File: src/env_sensor_compensation_unit_assert.svh
// Assertion macros shared by the compensation unit's checking code.
`ifndef ENV_SENSOR_COMPENSATION_UNIT_ASSERT_SVH
`define ENV_SENSOR_COMPENSATION_UNIT_ASSERT_SVH

// Whenever the antecedent holds on a clock edge, the consequent must hold on the same edge.
`define ESCU_IMPLIES(lbl, ck, rn, ante, cons, msg) \
  lbl: assert property (@(posedge ck) disable iff (!rn) (ante) |-> (cons)) else $error(msg);

// Whenever the antecedent holds, the consequent must hold on the next edge.
`define ESCU_IMPLIES_NEXT(lbl, ck, rn, ante, cons, msg) \
  lbl: assert property (@(posedge ck) disable iff (!rn) (ante) |=> (cons)) else $error(msg);

`endif

File: src/escu_pkg.sv
// Shared constants, types and helper functions of the compensation unit.
`timescale 1ns / 1ps
package escu_pkg;

  // Field widths of the channels.
  localparam int RawTempW  = 20;
  localparam int RawPressW = 20;
  localparam int RawHumW   = 16;
  localparam int TempW     = 15;
  localparam int PressW    = 32;
  localparam int HumW      = 17;
  localparam int CfgIdxW   = 3;
  localparam int CfgDataW  = 64;

  // Calibration register indexes.
  localparam logic [CfgIdxW-1:0] REG_CAL_TEMP      = 3'd0;
  localparam logic [CfgIdxW-1:0] REG_CAL_PRESS_LOW = 3'd1;
  localparam logic [CfgIdxW-1:0] REG_CAL_PRESS_HI  = 3'd2;
  localparam logic [CfgIdxW-1:0] REG_CAL_P9_HUM    = 3'd3;
  localparam logic [CfgIdxW-1:0] REG_CAL_H4_H5     = 3'd4;

  // Queue between the front and the back; the depth is a power of two.
  localparam int QDepth = 2;
  localparam int QPtrW  = $clog2(QDepth);
  localparam int QCntW  = $clog2(QDepth + 1);

  // One quotient bit per divider stage.
  localparam int DivSteps = 32;

  // Formula constants.
  localparam logic signed [31:0] TEMP_LO    = -32'sd4000;
  localparam logic signed [31:0] TEMP_HI    = 32'sd8500;
  localparam logic signed [31:0] TEMP_RND   = 32'sd128;
  localparam logic signed [31:0] FINE_P_OFS = 32'sd64000;
  localparam logic signed [31:0] FINE_H_OFS = 32'sd76800;
  localparam logic signed [31:0] P1_BIAS    = 32'sd32768;
  localparam logic [31:0]        P_BASE     = 32'd1048576;
  localparam logic [31:0]        P_SCALE    = 32'd3125;
  localparam logic signed [31:0] HUM_RND_E  = 32'sd16384;
  localparam logic signed [31:0] HUM_BIAS_C = 32'sd32768;
  localparam logic signed [31:0] HUM_OFS    = 32'sd2097152;
  localparam logic signed [31:0] HUM_RND_B  = 32'sd8192;
  localparam logic signed [31:0] HV_MAX     = 32'sd419430400;
  localparam logic signed [31:0] HUM_MAX_S  = 32'sd102400;
  localparam logic [HumW-1:0]    HUM_MAX    = 17'd102400;

  // Calibration words as written.
  typedef struct packed {
    logic [23:0] h4_h5;
    logic [55:0] p9_hum;
    logic [63:0] press_hi;
    logic [63:0] press_lo;
    logic [47:0] temp;
  } cal_t;

  // Request as it sits in the queue, with the first temperature terms formed.
  typedef struct packed {
    logic signed [31:0]   ta;
    logic signed [31:0]   tb;
    logic [RawPressW-1:0] adc_p;
    logic [RawHumW-1:0]   adc_h;
  } item_t;

  // Results that ride alongside the pressure division.
  typedef struct packed {
    logic [TempW-1:0]   temp;
    logic signed [31:0] hc;
    logic signed [31:0] hsq;
  } side_t;

  // One divider stage: dvd holds the remaining dividend bits and the quotient so far.
  typedef struct packed {
    logic [31:0] dvd;
    logic [31:0] dvs;
    logic        dbl;
    logic        inv;
    side_t       side;
  } div_t;

  // Signed division by 2**k that truncates toward zero.
  function automatic logic signed [31:0] sdiv_p2(input logic signed [31:0] x,
                                                 input logic [4:0] k);
    logic signed [31:0] bias;
    bias = x[31] ? ((32'sd1 <<< k) - 32'sd1) : 32'sd0;
    return (x + bias) >>> k;
  endfunction

  function automatic logic signed [31:0] sx16(input logic [15:0] v);
    return $signed({{16{v[15]}}, v});
  endfunction

  function automatic logic signed [31:0] sx12(input logic [11:0] v);
    return $signed({{20{v[11]}}, v});
  endfunction

  function automatic logic signed [31:0] sx8(input logic [7:0] v);
    return $signed({{24{v[7]}}, v});
  endfunction

endpackage

File: src/escu_fifo.sv
// Short request queue between the front end and the compute pipeline.
`timescale 1ns / 1ps
module escu_fifo import escu_pkg::*; (
  input  logic  clk,
  input  logic  rst_n,
  input  logic  push_valid,
  input  item_t push_item,
  output logic  push_ready,
  output logic  pop_valid,
  output item_t pop_item,
  input  logic  pop_ready
);

  item_t            mem_r [QDepth];
  logic [QPtrW-1:0] wr_ptr_r, rd_ptr_r;
  logic [QCntW-1:0] cnt_r, cnt_nxt;
  logic             push, pop;

  assign push_ready = cnt_r != QCntW'(QDepth);
  assign pop_valid  = cnt_r != '0;
  assign pop_item   = mem_r[rd_ptr_r];
  assign push       = push_valid && push_ready;
  assign pop        = pop_valid && pop_ready;

  // Occupancy follows pushes and pops.
  always_comb begin
    case ({push, pop})
      2'b10:   cnt_nxt = cnt_r + QCntW'(1);
      2'b01:   cnt_nxt = cnt_r - QCntW'(1);
      default: cnt_nxt = cnt_r;
    endcase
  end

  always_ff @(posedge clk) begin
    if (!rst_n) begin
      cnt_r    <= '0;
      wr_ptr_r <= '0;
      rd_ptr_r <= '0;
    end else begin
      cnt_r <= cnt_nxt;
      if (push) begin
        wr_ptr_r <= wr_ptr_r + QPtrW'(1);
      end
      if (pop) begin
        rd_ptr_r <= rd_ptr_r + QPtrW'(1);
      end
    end
  end

  always_ff @(posedge clk) begin
    if (push) begin
      mem_r[wr_ptr_r] <= push_item;
    end
  end

endmodule

File: config.mk
export PLATFORM = sky130hd
export DESIGN_NAME = escu_fifo
export DESIGN_NICKNAME = d
export VERILOG_FILES = /design/src/env_sensor_compensation_unit_assert.svh /design/src/escu_pkg.sv /design/src/escu_fifo.sv
export SDC_FILE = /design/constraint.sdc
export NUM_CORES = 1
export LEC_CHECK = 0
export CELL_PAD_IN_SITES_DETAIL_PLACEMENT = 1
export CELL_PAD_IN_SITES_GLOBAL_PLACEMENT = 2
export CORE_UTILIZATION = 43
export CTS_BUF_LIST = sky130_fd_sc_hd__clkbuf_2
export CTS_CLUSTER_DIAMETER = 100
export DETAILED_ROUTE_END_ITERATION = 8
export DONT_BUFFER_PORTS = 1
export GPL_ROUTABILITY_DRIVEN = 1
export PLACE_DENSITY_LB_ADDON = 0.05
export SYNTH_ARGS = -nofsm -noshare
export SYNTH_HDL_FRONTEND = slang
export SYNTH_SLANG_ARGS = --single-unit
File: constraint.sdc
create_clock -name clk -period 3.64 [get_ports clk]
set_input_delay 0.364 -clock clk [delete_from_list [all_inputs] [get_ports clk]]
set_output_delay 0.364 -clock clk [all_outputs]
set_load 0.01 [all_outputs]
### Word level (Yosys, flattened, before mapping)

Memory sizes are Yosys's and may differ from the RTL's. A register that Yosys moved wholly into a read port is not among the register bits.
Cells that the tools add are included.

| cells by class | value |
|---|---|
| add/subtract/negate cells | 4 |
| equal/unequal tests | 3 |
| mux-type cells | 5 |
| reductions and logical operators | 4 |

Operators with widths:

| cell | number |
|---|---|
| 1-bit two-way mux | 4 |
| 2-bit one-hot mux with 2 select lines | 1 |
| 2-bit nonzero test | 2 |
| 1-bit adder, second input constant | 2 |
| 2-bit by 1-bit adder with 2-bit output, second input constant | 1 |
| 2-bit by 1-bit equality test with 1-bit output, second input constant | 1 |
| 2-bit equality test, second input constant | 1 |
| 1-bit logical AND | 2 |
| 2-bit inequality test, second input constant | 1 |
| 2-bit by 1-bit subtractor with 2-bit output, second input constant | 1 |

| storage, ports and cells | value |
|---|---|
| bits in registers | 4 |
| RAM bits | 200 |
| input port bits | 104 |
| output and inout port bits | 102 |
| word-level logic and storage cells | 20 |
| memories kept | 1 |

Memories:

| memory | depth | width | rd ports | clocked after memory_dff | write ports | line | text |
|---|---|---|---|---|---|---|---|
| mem_r | 2 | 100 | 1 | 1 | 1 | escu_fifo.sv:14 | `item_t mem_r [QDepth];` |

### Depth between registers and ports, before layout

| depth | value |
|---|---|
| depth after elaboration | 4 |
| depth in mapped cells | 6 |
| depth with buffers taken out | 6 |

### Worst setup path after synthesis

Ideal clock, no wire load.

| timing | value |
|---|---|
| path kind | flip-flop to flip-flop |
| start point | reg cnt_r[0] |
| end point | mem mem_r[1][0] in the netlist's numbering (enable) |
| library setup time | 0.471 ns |
| data arrival time | 3.021 ns |
| required time | 3.169 ns |
| path slack | 0.149 ns |
| stages on the path, launching flop included | 3 |
| path buffers | 0 |
| period minus slack after synthesis | 3.491 ns |
| cell sequence | dfxtp_1 nand2b_1 and3_1 |

| on the way | value |
|---|---|
| cells in the longest elaborated chain, start to end | 4 |

RTL lines:

| what | line | text |
|---|---|---|
| start: declaration | escu_fifo.sv:16 | `logic [QCntW-1:0] cnt_r, cnt_nxt;` |
| start signal: assignment | escu_fifo.sv:40 | `cnt_r <= cnt_nxt;` |
| 2-bit inequality test | escu_fifo.sv:19 | `assign push_ready = cnt_r != QCntW'(QDepth);` |
| via push_ready | escu_fifo.sv:8 | `output logic push_ready,` |
| 1-bit logical AND | escu_fifo.sv:22 | `assign push = push_valid && push_ready;` |
| 1-bit two-way mux | escu_fifo.sv:51 | `if (push) begin` |
| 1-bit two-way mux (implied by the code) | escu_fifo.sv:52 | `mem_r[wr_ptr_r] <= push_item;` |
| end: declaration | escu_fifo.sv:14 |  |

The timed path passes the listed nets, and every way through them passes these cells.

==> results.ini <==
[placement]
post-dp-hpwl_um = 8450
portBuffers = 0
post-place-ws_ps = 1465
postPlaceCellArea_mm2 = 0.007714
gp_congestion = 0.6890

[logic_synthesis]
netlist.area_leader.share_pct = 80.92
ys_ff_latch = 205
synth_common_cells = 200 x edfxtp_1, 100 x mux2_2, 11 x buf_2
synth_area_mm2 = 0.007422
synth_area_leaders = edfxtp_1 81%, mux2_2 15%, dfxtp_1 1.3%
synth_flop_cell = edfxtp_1
synthCells = 335
synthMostInstantiatedCell = edfxtp_1
synth_cell_type_count = 20
yosysWarningCount = 0
async_flop_share_pct = 0
syn-num-nets = 440
seq_area_frac_synth_pct = 82.27
synth_edf_count = 200
synth_top_cell_by_area = edfxtp_1
avgSynthCellArea_um2 = 22.16

[routing]
routed_wl_um = 14160
drc = 0
drtPass1Iterations = 4
vias = 3618
antenna_left = 0
vias_per_cell = 4.869
wire_per_inst_um = 19.06
drtIter0Drc = 120

[final_layout]
final_layout_size_suffix_gt1_share_pct = 35.82
seq_area_mm2 = 0.006110
fin_area_mm2 = 0.009223
area.growth.synth_to_final_pct = 24.26
final_util_pct = 55.22
layout.nets = 590
fill_cells = 1554
multi_input_area_mm2 = 0.001262

[global_routing]
grt_pass1_wl_um = 21270
use_met2_pct = 27.29
grt_antenna_before_repair = 1
met3_usage_pct = 7.496
grt_pass1_vias = 3989
grt-ovfl-total = 0
grt_max_degree = 56
met1_usage_pct = 16.82
track_usage_pct = 15.93
top_usage_layer = met2

[power]
leakage_nw = 3.148
p_per_area_mw_per_mm2 = 645.2
ir_drop_mv = 0.7024

[timing]
timing.fmax_mhz = 361.8
layout_min_cycle_time_ps = 2764
rsz0062_at_grt = false
worstMarginPinSlew_ps = 693.5
slew_headroom_pct = 53.76
finalHoldViolations = 0
slew_violations = 0
setup_viol = 0
worst_slack_ps = 875.9
min_period_over_period_pct = 75.94
skew_ps = 30.86
final.setup.tns_ps = 0

[clock_network]
htree_levels = 2
cts.path.max_buffers = 3
cts_tree = yes
cts_setup_buffers = 0
clock_latency_ps = 750
clock_sinks = 205
cts_made_buffers = 52
clkTransAtPathRegs_ps = 110
cts-root-buf = clkbuf_2

[floorplanning]
die_w_um = 133.4
placementRows = 47
chipHeight_um = 133.4
initial_core_util_pct = 44.44
dieArea_mm2 = 0.01779
design.core.area_mm2 = 0.01670
ios = 206

[setup_path]
reg2reg_to = mem_r[0][10]
critical_path_class = reg2out
cp_max_fo = 52
worstRegToRegCells = 4
worstSetupEndpoint = pop_item[73]
required_ps = 3280
reg2reg_setup_slack_ps = 1440
start_kind = flop
arrival_ps = 2400
reg2reg_from = cnt_r[0]
crit_path_end_kind = primary output

[min_path]
min_from = push_valid
hp-class = in2reg
hold_path_depth = 1

[status]
status = finished clean

[flow_run]
cap_violations = 0

==> final cells by class <==
| class | instances | share of cell area (%) |
|---|---|---|
| sequential | 205 | 66.25 |
| multi-input combinational | 118 | 13.69 |
| timing repair buffer | 107 | 11.94 |
| clock buffer | 76 | 4.124 |
| tap | 220 | 2.985 |
| clock inverter | 15 | 0.9225 |
| inverter | 1 | 0.06783 |
| antenna | 1 | 0.02713 |
==> layer usage <==
metal,vias to the layer above,part of all wire [%],routed length (um)
li1,1653,-,-
met1,1796,38,5436
met2,151,51,7263
met3,18,8.9,1255
met4,0,1.5,207
met5,-,0,0
==> worst max-delay path, stage by stage (launching register included) <==
cell     delay (ps)
dfxtp_4         790
buf_12          370
mux2_2          430
==> metrics by stage <==
step	std cells	total power [mW]	hold WS, ps
final	743	5.951	195.3
after CTS	742	6.074	125.5
after global routing	743	6.256	131.8
after global placement	547	4.417	462.9
after detailed placement	547	4.440	462.9
after floorplan	335	4.165	462.9
==> cell usage in the layout (no fill, tap or decap), drive strengths merged, types with 2 or more instances in the layout <==
cell type,instances
edfxtp,200
clkinv,14
clkbuf,76
dlygate4sd3,104
a21boi,2
dfxtp,5
nor2b,2
xnor2,3
buf,3
mux2,100
==> power by group <==
group	internal, mW	switching (mW)	leakage, nW
combinational	0.584	0.744	0.879
sequential	2.97	0.156	1.91
clock	0.625	0.868	0.356
total	4.18	1.77	3.15
==> repair_timing <==
action                    in CTS  in global routing
resized for setup              0                  0
hold buffers                 104                  0
hold endpoints to repair     205                  0
==> logic make-up (layout without fill, tap and decap cells) <==
| logic type | after synthesis | in the layout | synth area share, % |
|---|---|---|---|
| AOI/OAI and AO/OA | 5 | 5 | 0.5058 |
| xor gates and xnor gates | 3 | 3 | 0.3541 |
| adders and majority gates | 1 | 1 | 0.1686 |
| buffers and inverters | 12 | 199 | 0.7922 |
| DFF | 205 | 205 | 82.27 |
| muxes | 100 | 100 | 15.17 |
| other | 0 | 1 | 0 |
| and+or+nand+nor | 9 | 9 | 0.7420 |
==> worst min-delay path by stage <==
stage                              end  slack [ps]
after floorplan            mem_r[0][0]         460
after global placement     mem_r[0][5]         460
after detailed placement  mem_r[1][31]         460
after CTS                 mem_r[1][13]         130
after global routing      mem_r[1][13]         130
final                      mem_r[1][3]         200
==> state kept, by name (all words and copies together) (netlist names), named ones only <==
register,count
cnt_r,2
wr_ptr_r,1
mem_r,200
rd_ptr_r,1
Power figures use the tool's default switching activity.
