`src/env_sensor_compensation_unit_assert.svh`:
```
// Assertion macros shared by the compensation unit's checking code.
`ifndef ENV_SENSOR_COMPENSATION_UNIT_ASSERT_SVH
`define ENV_SENSOR_COMPENSATION_UNIT_ASSERT_SVH

// Whenever the antecedent holds on a clock edge, the consequent must hold on the same edge.
`define ESCU_IMPLIES(lbl, ck, rn, ante, cons, msg) \
  lbl: assert property (@(posedge ck) disable iff (!rn) (ante) |-> (cons)) else $error(msg);

// Whenever the antecedent holds, the consequent must hold on the next edge.
`define ESCU_IMPLIES_NEXT(lbl, ck, rn, ante, cons, msg) \
  lbl: assert property (@(posedge ck) disable iff (!rn) (ante) |=> (cons)) else $error(msg);

`endif

```
`src/escu_pkg.sv`:
```
// Shared constants, types and helper functions of the compensation unit.
`timescale 1ns / 1ps
package escu_pkg;

  // Field widths of the channels.
  localparam int RawTempW  = 20;
  localparam int RawPressW = 20;
  localparam int RawHumW   = 16;
  localparam int TempW     = 15;
  localparam int PressW    = 32;
  localparam int HumW      = 17;
  localparam int CfgIdxW   = 3;
  localparam int CfgDataW  = 64;

  // Calibration register indexes.
  localparam logic [CfgIdxW-1:0] REG_CAL_TEMP      = 3'd0;
  localparam logic [CfgIdxW-1:0] REG_CAL_PRESS_LOW = 3'd1;
  localparam logic [CfgIdxW-1:0] REG_CAL_PRESS_HI  = 3'd2;
  localparam logic [CfgIdxW-1:0] REG_CAL_P9_HUM    = 3'd3;
  localparam logic [CfgIdxW-1:0] REG_CAL_H4_H5     = 3'd4;

  // Queue between the front and the back; the depth is a power of two.
  localparam int QDepth = 2;
  localparam int QPtrW  = $clog2(QDepth);
  localparam int QCntW  = $clog2(QDepth + 1);

  // One quotient bit per divider stage.
  localparam int DivSteps = 32;

  // Formula constants.
  localparam logic signed [31:0] TEMP_LO    = -32'sd4000;
  localparam logic signed [31:0] TEMP_HI    = 32'sd8500;
  localparam logic signed [31:0] TEMP_RND   = 32'sd128;
  localparam logic signed [31:0] FINE_P_OFS = 32'sd64000;
  localparam logic signed [31:0] FINE_H_OFS = 32'sd76800;
  localparam logic signed [31:0] P1_BIAS    = 32'sd32768;
  localparam logic [31:0]        P_BASE     = 32'd1048576;
  localparam logic [31:0]        P_SCALE    = 32'd3125;
  localparam logic signed [31:0] HUM_RND_E  = 32'sd16384;
  localparam logic signed [31:0] HUM_BIAS_C = 32'sd32768;
  localparam logic signed [31:0] HUM_OFS    = 32'sd2097152;
  localparam logic signed [31:0] HUM_RND_B  = 32'sd8192;
  localparam logic signed [31:0] HV_MAX     = 32'sd419430400;
  localparam logic signed [31:0] HUM_MAX_S  = 32'sd102400;
  localparam logic [HumW-1:0]    HUM_MAX    = 17'd102400;

  // Calibration words as written.
  typedef struct packed {
    logic [23:0] h4_h5;
    logic [55:0] p9_hum;
    logic [63:0] press_hi;
    logic [63:0] press_lo;
    logic [47:0] temp;
  } cal_t;

  // Request as it sits in the queue, with the first temperature terms formed.
  typedef struct packed {
    logic signed [31:0]   ta;
    logic signed [31:0]   tb;
    logic [RawPressW-1:0] adc_p;
    logic [RawHumW-1:0]   adc_h;
  } item_t;

  // Results that ride alongside the pressure division.
  typedef struct packed {
    logic [TempW-1:0]   temp;
    logic signed [31:0] hc;
    logic signed [31:0] hsq;
  } side_t;

  // One divider stage: dvd holds the remaining dividend bits and the quotient so far.
  typedef struct packed {
    logic [31:0] dvd;
    logic [31:0] dvs;
    logic        dbl;
    logic        inv;
    side_t       side;
  } div_t;

  // Signed division by 2**k that truncates toward zero.
  function automatic logic signed [31:0] sdiv_p2(input logic signed [31:0] x,
                                                 input logic [4:0] k);
    logic signed [31:0] bias;
    bias = x[31] ? ((32'sd1 <<< k) - 32'sd1) : 32'sd0;
    return (x + bias) >>> k;
  endfunction

  function automatic logic signed [31:0] sx16(input logic [15:0] v);
    return $signed({{16{v[15]}}, v});
  endfunction

  function automatic logic signed [31:0] sx12(input logic [11:0] v);
    return $signed({{20{v[11]}}, v});
  endfunction

  function automatic logic signed [31:0] sx8(input logic [7:0] v);
    return $signed({{24{v[7]}}, v});
  endfunction

endpackage

```
`src/escu_if.sv`:
```
// Channel interfaces of the compensation unit: reading, result and calibration write.
`timescale 1ns / 1ps
interface escu_in_if import escu_pkg::*; ();
  logic                 valid;
  logic                 ready;
  logic [RawTempW-1:0]  raw_temperature;
  logic [RawPressW-1:0] raw_pressure;
  logic [RawHumW-1:0]   raw_humidity;

  modport source (output valid, raw_temperature, raw_pressure, raw_humidity, input ready);
  modport sink (input valid, raw_temperature, raw_pressure, raw_humidity, output ready);
endinterface


interface escu_cfg_if import escu_pkg::*; ();
  logic                valid;
  logic                ready;
  logic [CfgIdxW-1:0]  index;
  logic [CfgDataW-1:0] data;

  modport source (output valid, index, data, input ready);
  modport sink (input valid, index, data, output ready);
endinterface

```
`src/escu_front.sv`:
```
// Front end: calibration registers and request intake into the queue.
`timescale 1ns / 1ps
module escu_front import escu_pkg::*; (
  input  logic       clk,
  input  logic       rst_n,
  escu_in_if.sink    in_ch,
  escu_cfg_if.sink   cfg_ch,
  output cal_t       cal,
  output logic       push_valid,
  output item_t      push_item,
  input  logic       push_ready
);

  cal_t        cal_r, cal_nxt;
  logic [15:0] t1;

  // Register writes; an unknown index is dropped.
  always_comb begin
    cal_nxt = cal_r;
    if (cfg_ch.valid) begin
      unique case (cfg_ch.index)
        REG_CAL_TEMP:      cal_nxt.temp     = cfg_ch.data[47:0];
        REG_CAL_PRESS_LOW: cal_nxt.press_lo = cfg_ch.data;
        REG_CAL_PRESS_HI:  cal_nxt.press_hi = cfg_ch.data;
        REG_CAL_P9_HUM:    cal_nxt.p9_hum   = cfg_ch.data[55:0];
        REG_CAL_H4_H5:     cal_nxt.h4_h5    = cfg_ch.data[23:0];
        default: ;
      endcase
    end
  end

  always_ff @(posedge clk) begin
    if (!rst_n) begin
      cal_r <= '0;
    end else begin
      cal_r <= cal_nxt;
    end
  end

  assign cfg_ch.ready = 1'b1;
  assign cal          = cal_r;

  // The first temperature terms need only adds, so they are formed on the way in.
  assign t1 = cal_r.temp[15:0];
  assign push_item.ta = $signed({15'd0, in_ch.raw_temperature[19:3]})
                      - $signed({15'd0, t1, 1'b0});
  assign push_item.tb = $signed({16'd0, in_ch.raw_temperature[19:4]})
                      - $signed({16'd0, t1});
  assign push_item.adc_p = in_ch.raw_pressure;
  assign push_item.adc_h = in_ch.raw_humidity;
  assign push_valid      = in_ch.valid;
  assign in_ch.ready     = push_ready;

endmodule

```
`src/flat_wrapper.sv`:
```
// flat-port wrapper written by rule: the top's interface ports become plain ports
module escu_front_flat import escu_pkg::*;
  (clk, rst_n, cal, push_valid, push_item, push_ready, in_ch_valid, in_ch_raw_temperature, in_ch_raw_pressure, in_ch_raw_humidity, in_ch_ready, cfg_ch_valid, cfg_ch_index, cfg_ch_data, cfg_ch_ready);
  escu_in_if in_ch_i ();
  escu_cfg_if cfg_ch_i ();
  input  logic clk;
  input  logic rst_n;
  output cal_t cal;
  output logic push_valid;
  output item_t push_item;
  input  logic push_ready;
  input wire logic [$bits(in_ch_i.valid)-1:0] in_ch_valid;
  input wire logic [$bits(in_ch_i.raw_temperature)-1:0] in_ch_raw_temperature;
  input wire logic [$bits(in_ch_i.raw_pressure)-1:0] in_ch_raw_pressure;
  input wire logic [$bits(in_ch_i.raw_humidity)-1:0] in_ch_raw_humidity;
  output wire logic [$bits(in_ch_i.ready)-1:0] in_ch_ready;
  input wire logic [$bits(cfg_ch_i.valid)-1:0] cfg_ch_valid;
  input wire logic [$bits(cfg_ch_i.index)-1:0] cfg_ch_index;
  input wire logic [$bits(cfg_ch_i.data)-1:0] cfg_ch_data;
  output wire logic [$bits(cfg_ch_i.ready)-1:0] cfg_ch_ready;
  assign in_ch_i.valid = in_ch_valid;
  assign in_ch_i.raw_temperature = in_ch_raw_temperature;
  assign in_ch_i.raw_pressure = in_ch_raw_pressure;
  assign in_ch_i.raw_humidity = in_ch_raw_humidity;
  assign in_ch_ready = in_ch_i.ready;
  assign cfg_ch_i.valid = cfg_ch_valid;
  assign cfg_ch_i.index = cfg_ch_index;
  assign cfg_ch_i.data = cfg_ch_data;
  assign cfg_ch_ready = cfg_ch_i.ready;
  escu_front u_core (.clk(clk), .rst_n(rst_n), .in_ch(in_ch_i), .cfg_ch(cfg_ch_i), .cal(cal), .push_valid(push_valid), .push_item(push_item), .push_ready(push_ready));
endmodule
```
`config.mk`:
```
export PLATFORM = sky130hd
export DESIGN_NAME = escu_front_flat
export DESIGN_NICKNAME = d
export VERILOG_FILES = /design/src/env_sensor_compensation_unit_assert.svh /design/src/escu_pkg.sv /design/src/escu_if.sv /design/src/escu_front.sv /design/src/flat_wrapper.sv
export SDC_FILE = /design/constraint.sdc
export NUM_CORES = 1
export LEC_CHECK = 0
export ABC_AREA = 1
export BUFFER_PORTS_ARGS = -buffer_cell sky130_fd_sc_hd__buf_2
export CORE_AREA = 2 2 191 193
export CTS_BUF_LIST = sky130_fd_sc_hd__clkbuf_8
export DETAILED_ROUTE_END_ITERATION = 10
export DIE_AREA = 0 0 193 195
export SYNTH_ARGS = -nofsm -noshare
export SYNTH_HDL_FRONTEND = slang
export SYNTH_SLANG_ARGS = --single-unit
```
`constraint.sdc`:
```
create_clock -name clk -period 3.34 [get_ports clk]
set_input_delay 0.501 -clock clk [delete_from_list [all_inputs] [get_ports clk]]
set_output_delay 0.501 -clock clk [all_outputs]
set_load 0.01 [all_outputs]
```
-- Yosys cells after proc, flatten, opt, wreduce, memory -nomap -nowiden
Index checks and enable logic that the tools add are counted.
W data, S select, Z words.
- equal/unequal tests: 4
- reductions and logical operators: 6
- add/subtract/negate cells: 2
- operator list (operator ; number):
    $sub A17 B17 Y18 ; 1
    $sub A16 B16 Y17 ; 1
    $reduce_and A2 Y1 ; 5
    $eq A3 B2 Y1 const B ; 2
    $eq A3 B1 Y1 const B ; 1
    $eq A3 B3 Y1 const B ; 1
    $logic_not A3 Y1 ; 1
- flip-flop bits (word level): 256
- output and inout port bits: 359
- bits of input ports: 128

-- Longest topological paths before layout
- word-level depth: 2
- mapped depth: 12
- gate-level depth less buffers: 11

-- Worst setup path before layout
No wires, ideal clock.
- path kind: input -> output
- from: input port in_ch_raw_temperature[4]
- to: output port push_item[53] (netlist bit)
- stages: 10
- setup slack: -0.015 ns
- arrival time: 2.854 ns
- required time: 2.839 ns
- buffers on the path: 1
- path through: inv_1 -> ha_1 -> fa_1 -> inv_1 -> nand3_1 -> nand3_1 -> nand2_1 -> nand3_1 -> a21oi_1 -> buf_4
- RTL lines (item ; line ; RTL):
    from (decl) ; flat_wrapper.sv:13 ; input wire logic [$bits(in_ch_i.raw_temperature)-1:0] in_ch_raw_temperature;
    to (decl) ; flat_wrapper.sv:10 ; output item_t push_item;

==> flow_results.xml <==
<?xml version="1.0" encoding="UTF-8"?>
<metrics>
  <group name="cells_and_area">
    <metric name="multi_input_comb_area" unit="sq um">3954</metric>
    <metric name="seqCellArea" unit="sq um">5125</metric>
    <metric name="stdcell_count" unit="">2196</metric>
    <metric name="fillers" unit="">3779</metric>
    <metric name="proportion_of_layout_cells_with_a_drive_suffix_above_1" unit="">0.2922</metric>
    <metric name="diodes" unit="">0</metric>
    <metric name="largest_register_ff_count" unit="">256</metric>
    <metric name="final_nets" unit="">1848</metric>
    <metric name="area_growth_syn_to_layout" unit="%">25.33</metric>
  </group>
  <group name="floorplan">
    <metric name="chipWidth" unit="um">193</metric>
    <metric name="chipHeight" unit="um">195</metric>
    <metric name="fp-row-count" unit="">69</metric>
    <metric name="floorplan.initialDensity" unit="">0.2980</metric>
    <metric name="placeableCoreArea" unit="sq um">35400</metric>
    <metric name="floorplan.die_area" unit="sq um">37640</metric>
    <metric name="ios" unit="">487</metric>
  </group>
  <group name="global_routing">
    <metric name="top_usage_layer" unit="">met2</metric>
    <metric name="grt_pass1_wl" unit="mm">52.53</metric>
    <metric name="maximum_number_of_pins_on_one_net_before_global_route_repair" unit="">104</metric>
    <metric name="grt_overflow" unit="">0</metric>
    <metric name="antenna_found_initial" unit="">0</metric>
    <metric name="number_of_global_route_vias_before_repair" unit="">9476</metric>
    <metric name="met1_usage" unit="">0.2080</metric>
    <metric name="gr-usage-met2" unit="">0.3094</metric>
    <metric name="grtUsageTotal" unit="">0.1806</metric>
    <metric name="groute.layer.met3.usage" unit="">0.06254</metric>
  </group>
  <group name="timing">
    <metric name="clock-skew-final" unit="ns">0</metric>
    <metric name="timing.final.hold_violations" unit="">0</metric>
    <metric name="report.final.slew_viol_count" unit="">0</metric>
    <metric name="tightestPinTransition" unit="ns">0.8719</metric>
    <metric name="final_setup_viols" unit="">0</metric>
    <metric name="max_freq" unit="MHz">331.2</metric>
    <metric name="grt_setup_unrepaired" unit="">false</metric>
    <metric name="post-route-period-util" unit="">0.9040</metric>
    <metric name="finalCriticalPeriod" unit="ns">3.019</metric>
    <metric name="fin_tns_setup" unit="ns">0</metric>
    <metric name="max_slew_margin" unit="">0.4187</metric>
  </group>
  <group name="drt">
    <metric name="drt_pre_antenna_iters" unit="">4</metric>
    <metric name="detail-route-antenna-nets" unit="">0</metric>
    <metric name="drt_iter0_markers" unit="">405</metric>
    <metric name="wirelength" unit="mm">35.26</metric>
    <metric name="via_cell_ratio" unit="">4.498</metric>
    <metric name="avgRoutedWirePerCell" unit="um">16.06</metric>
    <metric name="remaining_drc_errors" unit="">0</metric>
    <metric name="vias" unit="">9877</metric>
  </group>
  <group name="pwr">
    <metric name="power.ir.vdd_worst" unit="mV">0.3453</metric>
    <metric name="clockPowerShare" unit="">0.412</metric>
    <metric name="power_per_cell_area" unit="nW/um^2">532.0</metric>
    <metric name="netSwitchingPower" unit="W">0.001967</metric>
    <metric name="intPower" unit="W">0.005066</metric>
    <metric name="leakagePower" unit="nW">6.547</metric>
    <metric name="seqPwrFrac" unit="">0.457</metric>
    <metric name="p_comb_frac" unit="">0.130</metric>
    <metric name="sw_frac_of_total" unit="">0.2797</metric>
  </group>
  <group name="logic_synthesis">
    <metric name="yosys.area.top_type" unit="">sky130_fd_sc_hd__dfxtp_1</metric>
    <metric name="synth_most_common_cell" unit="">sky130_fd_sc_hd__nor2_1</metric>
    <metric name="yosys.area_share.adder" unit="">0.02088</metric>
    <metric name="post_synth_main_area_contributors" unit="">sky130_fd_sc_hd__dfxtp_1 49%, sky130_fd_sc_hd__nor2_1 14%, sky130_fd_sc_hd__o21ai_0 9.5%, sky130_fd_sc_hd__buf_4 6.3%, sky130_fd_sc_hd__inv_1 4.2%</metric>
    <metric name="synth_xor_xnor_area_share" unit="">0.005813</metric>
    <metric name="synthesis.nets" unit="">1543</metric>
    <metric name="dominantRegCellSynth" unit="">sky130_fd_sc_hd__dfxtp_1</metric>
    <metric name="synth_seq_area_share" unit="">0.4859</metric>
    <metric name="synth.distinct_cells" unit="">30</metric>
    <metric name="yosys_register_bits" unit="">256</metric>
    <metric name="async_reset_ff_frac" unit="">0</metric>
    <metric name="synth_top_area_share" unit="">0.4859</metric>
    <metric name="mappedNetlistArea" unit="sq um">10550</metric>
    <metric name="instance_count_of_the_mapped_netlist" unit="">1398</metric>
    <metric name="synth_enable_flop_cells" unit="">0</metric>
    <metric name="synthesis.yosys.warnings" unit="">0</metric>
    <metric name="synth.cells.most_frequent" unit="">380 x sky130_fd_sc_hd__nor2_1, 256 x sky130_fd_sc_hd__dfxtp_1, 201 x sky130_fd_sc_hd__o21ai_0</metric>
    <metric name="post_synth.cell_area_avg" unit="sq um">7.545</metric>
    <metric name="compound_gate_portion_of_the_synthesized_area" unit="">0.1620</metric>
    <metric name="synthSimpleGateAreaFrac" unit="">0.1810</metric>
    <metric name="synth.mux.area_fraction" unit="">0</metric>
    <metric name="synth_top_family_by_area" unit="">simple AND/OR/NAND/NOR gates</metric>
  </group>
  <group name="setup_path">
    <metric name="worstSetupStartpointType" unit="">flop</metric>
    <metric name="crit_path_start" unit="">u_core.cal[0]$_SDFFE_PN0P_</metric>
    <metric name="crit-reg2reg-launch" unit="">u_core.cal[0]$_SDFFE_PN0P_</metric>
    <metric name="worstPathArrival" unit="ns">2.52</metric>
    <metric name="setup.worst_path.class" unit="">reg2out</metric>
    <metric name="reg2reg_depth" unit="">3</metric>
    <metric name="cp-end-kind" unit="">output port</metric>
    <metric name="worst_ep_required_time" unit="ns">2.84</metric>
    <metric name="crit_path_max_fanout" unit="">3</metric>
  </group>
  <group name="clocking">
    <metric name="maximum_root_to_sink_buffer_count" unit="">3</metric>
    <metric name="post-cts-setup-buffer-count" unit="">0</metric>
    <metric name="cts_root_buf" unit="">sky130_fd_sc_hd__clkbuf_8</metric>
    <metric name="hold_fix_buffer_count_after_cts" unit="">0</metric>
    <metric name="cts.clk_slew.worst_paths" unit="ns">0.06</metric>
    <metric name="worstSkewPairLatency" unit="ns">0.59</metric>
    <metric name="cts_tree" unit="">built</metric>
    <metric name="htree_num_levels" unit="">2</metric>
    <metric name="clock_sinks" unit="">256</metric>
    <metric name="tritoncts.num_buffers" unit="">44</metric>
  </group>
  <group name="placed_design">
    <metric name="hpwlAfterDp" unit="mm">24.39</metric>
    <metric name="placement.io_buffers" unit="">404</metric>
    <metric name="placed_cells_incl_taps" unit="">2117</metric>
    <metric name="routabilityCongestion" unit="">0.8528</metric>
  </group>
  <group name="job">
    <metric name="maxCapViolCount" unit="">0</metric>
  </group>
  <group name="worst_hold_path">
    <metric name="hold_path.class" unit="">in2reg</metric>
    <metric name="min_delay_path_depth" unit="">3</metric>
    <metric name="min_from" unit="">cfg_ch_data[63]</metric>
  </group>
  <group name="run_status">
    <metric name="status" unit="">completed</metric>
  </group>
</metrics>
[power by group through the flow]
| stage | registers [W] | logic [W] | clock network, W |
|---|---|---|---|
| floorplan | 0.00333 | 0.000588 | 0 |
| global placement | 0.00328 | 0.000910 | 0 |
| detailed placement | 0.00328 | 0.000917 | 0 |
| CTS | 0.00322 | 0.000921 | 0.00300 |
| global route | 0.00323 | 0.00103 | 0.00312 |
| finish | 0.00322 | 0.000918 | 0.00290 |
[cell type report]
cell class                      count  area share
Clock buffer                       55     0.05726
Clock inverter                     23     0.01060
Inverter                          122     0.03464
Multi-Input combinational cell    856      0.2991
Sequential cell                   256      0.3877
Tap cell                          461     0.04363
Timing Repair Buffer              423      0.1671
[cells by family after synthesis]
group | count (synthesis)
other cells | 1
simple gates | 491
fa+ha+maj | 17
compound gates | 339
buf+inv | 287
flops | 256
xor+xnor | 7
[what timing repair did]
| item | in CTS | in global routing |
|---|---|---|
| setup endpoints to repair | 31 | 31 |
| pin swaps | 0 | 0 |
| resized for setup | 1 | 3 |
| cloned | 0 | 1 |
[worst max-delay path: stages, from the launching register on]
cell and delay [ns]:
sky130_fd_sc_hd__dfxtp_1 0.32, sky130_fd_sc_hd__ha_1 0.21, sky130_fd_sc_hd__fa_1 0.40, sky130_fd_sc_hd__inv_1 0.10
sky130_fd_sc_hd__nand3_1 0.07, sky130_fd_sc_hd__nand3_1 0.15, sky130_fd_sc_hd__nand2_1 0.09, sky130_fd_sc_hd__nand3_2 0.18
sky130_fd_sc_hd__xor2_1 0.22, sky130_fd_sc_hd__buf_2 0.19
[stage by stage]
step	util	instance area, sq um	power, W	hold slack [ns]	setup slack, ns
2_1_floorplan	-	10550	0.003920	0.4677	0.4842
3_3_place_gp	0.3472	12290	0.004186	0.4284	0.2922
3_5_place_dp	0.3472	12290	0.004197	0.4318	0.2473
4_1_cts	0.3727	13190	0.007135	0.08450	0.1437
5_1_grt	0.3735	13220	0.007378	0.1246	0.1122
6_report	0.3735	13220	0.007032	0.1489	0.3208
[placed cells by master (no fill, tap or decap), drive strengths merged, types with 2 or more instances in the layout]
master and n:
inv 135, nor3 5, xnor2 2, a21oi 82
xor2 5, nand4 2, dfxtp 256, nand2 85
ha 16, clkinv 9, o21ai 256, nand3 17
clkbuf 55, nor2 381, buf 423
[final timing paths]
path / end / slack [ns]
hold reg to reg: u_core.cal[196]$_SDFFE_PN0P_ / 0.44
hold / removal: u_core.cal[111]$_SDFFE_PN0P_ / 0.15
setup / recovery: push_item[77] / 0.32
setup reg to reg: u_core.cal[0]$_SDFFE_PN0P_ / 2.60
[per-layer routing]
layer / part of all wire / vias to the layer above
met5: 0 / -
met4: 0.029 / 0
met3: 0.085 / 69
met2: 0.47 / 357
met1: 0.42 / 4495
li1: - / 4956
(Power assumes the default switching activity.)
